### src/hdl/plsm_pkg.sv
// Shared types, codes and sizes for the positional list with sorted merge.
package plsm_pkg;

    localparam int LIST_DEPTH = 32;
    localparam int IDX_W      = (LIST_DEPTH > 1) ? $clog2(LIST_DEPTH) : 1;
    localparam int CNT_W      = $clog2(LIST_DEPTH + 1);
    localparam int SUM_W      = CNT_W + 1;
    localparam int WORD_W     = 32;
    localparam int CMD_W      = 4;
    localparam int POS_W      = 6;
    localparam int OIDX_W     = 6;
    localparam int STAT_W     = 2;

    typedef enum logic [CMD_W-1:0] {
        CMD_APPEND      = 4'd0,
        CMD_INSERT_AT   = 4'd1,
        CMD_DELETE_LAST = 4'd2,
        CMD_DELETE_AT   = 4'd3,
        CMD_CLEAR_PRI   = 4'd4,
        CMD_TRAVERSE    = 4'd5,
        CMD_APPEND_SEC  = 4'd6,
        CMD_CLEAR_SEC   = 4'd7,
        CMD_MERGE       = 4'd8,
        CMD_CONCAT      = 4'd9
    } t_cmd;

    typedef enum logic [STAT_W-1:0] {
        STAT_OK    = 2'd0,
        STAT_FULL  = 2'd1,
        STAT_EMPTY = 2'd2,
        STAT_RANGE = 2'd3
    } t_status;

    typedef enum logic [2:0] {
        P_HOLD,
        P_APPEND,
        P_INSERT,
        P_DELETE,
        P_ROTATE
    } t_pri_op;

    typedef enum logic [1:0] {
        S_HOLD,
        S_APPEND,
        S_ROTATE
    } t_sec_op;

    // Broadcast to every cell of the chain in each cycle
    typedef struct packed {
        t_pri_op            pri_op;
        t_sec_op            sec_op;
        logic [WORD_W-1:0]  value;
        logic [POS_W-1:0]   pos;
        logic [CNT_W-1:0]   pcount;
        logic [CNT_W-1:0]   scount;
    } t_cell_ctl;

endpackage

### src/hdl/plsm_cell.sv
// One list slot: holds a primary word and a secondary word, moves them per broadcast op.
module plsm_cell (
    input  logic                              i_clk,
    input  logic [plsm_pkg::IDX_W-1:0]        i_idx,
    input  plsm_pkg::t_cell_ctl               i_ctl,
    input  logic [plsm_pkg::WORD_W-1:0]       i_pri_prev,
    input  logic [plsm_pkg::WORD_W-1:0]       i_pri_next,
    input  logic [plsm_pkg::WORD_W-1:0]       i_pri_head,
    input  logic [plsm_pkg::WORD_W-1:0]       i_sec_next,
    input  logic [plsm_pkg::WORD_W-1:0]       i_sec_head,
    output logic [plsm_pkg::WORD_W-1:0]       o_pri,
    output logic [plsm_pkg::WORD_W-1:0]       o_sec
);

    logic [plsm_pkg::WORD_W-1:0] r_pri, n_pri;
    logic [plsm_pkg::WORD_W-1:0] r_sec, n_sec;
    logic [plsm_pkg::POS_W-1:0]  w_idx, w_idx1, w_pcnt, w_scnt;

    assign w_idx  = plsm_pkg::POS_W'(i_idx);
    assign w_idx1 = w_idx + plsm_pkg::POS_W'(1);
    assign w_pcnt = plsm_pkg::POS_W'(i_ctl.pcount);
    assign w_scnt = plsm_pkg::POS_W'(i_ctl.scount);

    // Pick the primary word's source
    always_comb begin
        n_pri = r_pri;
        case (i_ctl.pri_op)
            plsm_pkg::P_APPEND: begin
                if (w_idx == w_pcnt) n_pri = i_ctl.value;
            end
            plsm_pkg::P_INSERT: begin
                if (w_idx == i_ctl.pos) n_pri = i_ctl.value;
                else if (w_idx > i_ctl.pos && w_idx <= w_pcnt) n_pri = i_pri_prev;
            end
            plsm_pkg::P_DELETE: begin
                if (w_idx >= i_ctl.pos && w_idx1 < w_pcnt) n_pri = i_pri_next;
            end
            plsm_pkg::P_ROTATE: begin
                if (w_idx1 < w_pcnt) n_pri = i_pri_next;
                else if (w_idx1 == w_pcnt) n_pri = i_pri_head;
            end
            default: n_pri = r_pri;
        endcase
    end

    // Pick the secondary word's source
    always_comb begin
        n_sec = r_sec;
        case (i_ctl.sec_op)
            plsm_pkg::S_APPEND: begin
                if (w_idx == w_scnt) n_sec = i_ctl.value;
            end
            plsm_pkg::S_ROTATE: begin
                if (w_idx1 < w_scnt) n_sec = i_sec_next;
                else if (w_idx1 == w_scnt) n_sec = i_sec_head;
            end
            default: n_sec = r_sec;
        endcase
    end

    always_ff @(posedge i_clk) begin
        r_pri <= n_pri;
        r_sec <= n_sec;
    end

    assign o_pri = r_pri;
    assign o_sec = r_sec;

endmodule

### src/hdl/plsm_chain.sv
// Row of list cells wired to their neighbors; slot zero is the head of both lists.
module plsm_chain (
    input  logic                              i_clk,
    input  plsm_pkg::t_cell_ctl               i_ctl,
    output logic [plsm_pkg::WORD_W-1:0]       o_pri_head,
    output logic [plsm_pkg::WORD_W-1:0]       o_sec_head
);

    logic [plsm_pkg::WORD_W-1:0] w_pri [plsm_pkg::LIST_DEPTH];
    logic [plsm_pkg::WORD_W-1:0] w_sec [plsm_pkg::LIST_DEPTH];

    genvar k;
    generate
        for (k = 0; k < plsm_pkg::LIST_DEPTH; k++) begin : g_cell
            logic [plsm_pkg::WORD_W-1:0] w_prev, w_pnext, w_snext;

            // End slots never take from the missing side; tie to something harmless
            if (k == 0) begin : g_first
                assign w_prev = w_pri[0];
            end else begin : g_mid
                assign w_prev = w_pri[k-1];
            end
            if (k == plsm_pkg::LIST_DEPTH - 1) begin : g_tail
                assign w_pnext = w_pri[0];
                assign w_snext = w_sec[0];
            end else begin : g_body
                assign w_pnext = w_pri[k+1];
                assign w_snext = w_sec[k+1];
            end

            plsm_cell u_cell (
                .i_clk      (i_clk),
                .i_idx      (plsm_pkg::IDX_W'(k)),
                .i_ctl      (i_ctl),
                .i_pri_prev (w_prev),
                .i_pri_next (w_pnext),
                .i_pri_head (w_pri[0]),
                .i_sec_next (w_snext),
                .i_sec_head (w_sec[0]),
                .o_pri      (w_pri[k]),
                .o_sec      (w_sec[k])
            );
        end
    endgenerate

    assign o_pri_head = w_pri[0];
    assign o_sec_head = w_sec[0];

endmodule

### config.mk
export PLATFORM = sky130hd
export DESIGN_NAME = plsm_chain
export DESIGN_NICKNAME = d
export VERILOG_FILES = /design/src/hdl/plsm_pkg.sv /design/src/hdl/plsm_cell.sv /design/src/hdl/plsm_chain.sv
export SDC_FILE = /design/constraint.sdc
export NUM_CORES = 2
export LEC_CHECK = 0
export BUFFER_PORTS_ARGS = -buffer_cell sky130_fd_sc_hd__buf_2
export CELL_PAD_IN_SITES_DETAIL_PLACEMENT = 1
export CELL_PAD_IN_SITES_GLOBAL_PLACEMENT = 2
export CORE_ASPECT_RATIO = 1.25
export CORE_UTILIZATION = 24
export DETAILED_ROUTE_END_ITERATION = 7
export GPL_TIMING_DRIVEN = 0
export HOLD_SLACK_MARGIN = 0.06
export PLACE_DENSITY_LB_ADDON = 0.1
export SLEW_MARGIN = 5
export SYNTH_ARGS = -nofsm -noshare
export SYNTH_HDL_FRONTEND = slang
export SYNTH_SLANG_ARGS = --single-unit
export TNS_END_PERCENT = 1
### constraint.sdc
create_clock -name i_clk -period 11.2 [get_ports i_clk]
set_input_delay 2.24 -clock i_clk [delete_from_list [all_inputs] [get_ports i_clk]]
set_output_delay 2.24 -clock i_clk [all_outputs]
set_load 0.02 [all_outputs]
==> impl_metrics.toml <==
[floorplan]
num_rows = 283
die_y_um = 774
ios = 120
die_w_um = 619
die_area_mm2 = 0.479
coreArea_mm2 = 0.475
initial_core_util_pct = 24.1

[synthesis]
synth_top_flop_cell = "edfxtp_1"
post_synth_instance_area_mm2 = 0.114
synth_compound_area_share_pct = 21.2
synth_top_area_share_pct = 53.8
synth_common_cells = "2048 x edfxtp_1, 1835 x nand2_1, 1142 x mux2i_1"
post_synthesis_net_count = 10900
post-synth-top-area-cell = "edfxtp_1"
number_of_enable_flip_flop_cells_after_synthesis = 2048
yosys.cell_types.count = 90
synth.yosys.seq_area_share_pct = 53.8
xor_xnor_share_of_the_synthesized_area_pct = 0
syn-mean-instance-area_um2 = 10.5
yosys.cell_count.top_type = "edfxtp_1"
synth-simple-area-share_pct = 9.39
postSynth.asyncResetShare_pct = 0
syn-instance-count = 10900
yosys_warnings = 0
synth_area_leaders = "edfxtp_1 54%, mux2i_1 10%, nand2_1 6.0%"
postSynthRegisterBits = 2048
dominant_combinational_cell_family_by_area_after_synthesis = "compound AO/OA/AOI/OAI gates"
yosys.area_share.adder_pct = 0.0219
yosys-mux-area-fraction_pct = 10.3

[clock_network]
cts_setup_buffers = 0
worst_skew_pair.late_latency_ns = 1.02
cts_made_buffers = 272
cts.path.max_buffers = 4
cts-root-buf = "clkbuf_16"
number_of_clock_sinks = 2048
htreeDepth = 5
tritoncts_clock_tree = "yes"
cts-resized-gates = 0
cts.hold.buffers_added = 0
clkTransAtPathRegs_ns = 0.06

[setup_path]
critPathKind = "primary input to flip-flop"
crit_required_ns = 11.89
critical_path_arrival_ns = 7.11
critical_path.endpoint_type = "flip-flop"
timing.critical_path.fanout_max = 10
worstSetupStartpointType = "primary input"

[placement]
post-place-cells = 17400
final_estimated_routing_congestion_in_global_placement = 0.996
dp.final_hpwl_um = 645000
port_buffer_count = 83
post_dp_cell_area_mm2 = 0.126
placement.setup.worst_slack_ns = 4.05

[routing]
drc_errors = 1
drt-pass1-iter-count = 8
detail_route.iter0.violations = 12400
routed_via_count_divided_by_cell_count = 6.00
route.detailed.wl_per_inst_um = 45.7
route.antenna.remaining_nets = 0
num_vias = 108000
drt_wl_total_um = 820000

[global_routing]
grt_overflow_total = 0
first_global_vias = 110000
antenna_found_initial = 88
grt_pass1_wl_um = 1060000
grt_overall_usage_pct = 33.1
grt_start_max_net_pins = 33

[run_status]
failed_checks = "DRC, capacitance limit, slew limit"
outcome = "finished, violations left"

[power]
intPower_mw = 15.6
combinationalPowerShare_pct = 18.0
p_clk_share_pct = 39.5
p_leak_nw = 48.6
vdd.ir_drop.worst_mv = 0.101
power.switching_fraction_pct = 32.3
power.switching_mw = 7.42
seqPwrFrac_pct = 42.5
design_power_total_mw = 23.0
power.density_cell_area_mw_per_mm2 = 170

[timing]
final-max-slew-violation-count = 142
timing.hold.ws_ns = 0.535
worst_pin_slew_ns = 1.58
setup_ws_ns = 4.78
final_min_period_over_clock_period_pct = 57.4
finClkSkew_ns = 0.0858
hold_violations = 0
grt_setup_unrepaired = "false"
finalCriticalPeriod_ns = 6.42
finalSetupViolCount = 0
slew-limit-headroom_pct = -5.64
setup_tns_ns = 0
achievable-frequency_mhz = 156

[layout]
fin_cells = 18000
finalNetCount = 11500
layout_overhead_on_the_synthesized_area_pct = 18.2
finish.instance_area_mm2 = 0.135
final_layout_size_suffix_gt1_share_pct = 10.5
area_of_all_sequential_standard_cells_mm2 = 0.0615
layout_fillers = 52800
multi_input_comb_area_mm2 = 0.0476
postLayoutCoreUtil_pct = 28.5

[flow_run]
max_cap_violations = 14

[hold_path]
worstHoldPathType = "flip-flop to flip-flop"
## final cells by class
| type | count | area share, % |
|---|---|---|
| sequential | 2048 | 45.5 |
| multi-input combinational | 7350 | 35.2 |
| tap | 6270 | 5.80 |
| clock buffer | 353 | 5.50 |
| buffer | 1415 | 4.46 |
| timing repair buffer | 260 | 2.37 |
| clock inverter | 126 | 0.871 |
| antenna | 82 | 0.152 |
| inverter | 54 | 0.150 |
## sequential cells by signal (all words and copies together) (netlist names)
register             flops
g_cell.u_cell.o_pri   1024
g_cell.u_cell.o_sec   1024
## layer usage
layer / global-route usage, % / wire length [um] / vias up / part of all wire, %
met4: 29.8 / 87500 / 12 / 11
met3: 5.93 / 49900 / 2353 / 6.1
met1: 34.8 / 285000 / 56200 / 35
li1: - / - / 43300 / -
met5: 0 / 121 / - / 0.015
met2: 56.6 / 397000 / 5963 / 48
## cells in the final DEF (no fill, tap or decap), drive strengths merged, types with 77 or more instances in the layout
cell type	instances
a21o	101
a21oi	786
a221oi	163
a222oi	162
a31oi	719
buf	593
clkbuf	1435
clkinv	94
diode	82
edfxtp	2048
mux2i	1142
nand2	1840
nand3	246
nor2	134
o211ai	87
o21ai	717
o221ai	407
o22ai	77
## power groups by stage
stage	Clock, mW	Combinational [mW]	Sequential [mW]
global placement	0	3.73	10.0
finish	9.10	4.13	9.79
floorplan	0	1.94	9.74
detailed placement	0	4.02	9.93
global route	9.43	4.22	9.83
CTS	9.22	4.04	9.77
## critical path, cell delays in order
cell      delay [ns]
clkbuf_1        0.39
nand2_1         0.88
clkbuf_1        0.96
clkbuf_1        0.72
o21ai_0         0.22
a222oi_1        0.41
buf_2           0.31
buf_2           0.24
buf_2           0.23
buf_2           0.23
buf_2           0.22
## logic make-up after synthesis
logic type / Yosys count
adders and majority gates: 2
and+or+nand+nor: 2534
muxes: 1177
DFF: 2048
AOI/OAI and AO/OA: 3637
buffers and inverters: 1469
## final timing paths
kind	from	end	slack, ns	cells past startpoint
setup reg to reg	g_cell[0].u_cell.o_pri[9]	g_cell[30].u_cell.o_pri[9]	7.96	4
hold / removal	g_cell[30].u_cell.o_sec[30]	g_cell[29].u_cell.o_sec[30]	0.54	2
hold reg to reg	g_cell[30].u_cell.o_sec[30]	g_cell[29].u_cell.o_sec[30]	0.54	2
setup / recovery	i_ctl[13]	g_cell[18].u_cell.o_pri[15]	4.78	11
(Power assumes the default switching activity.)
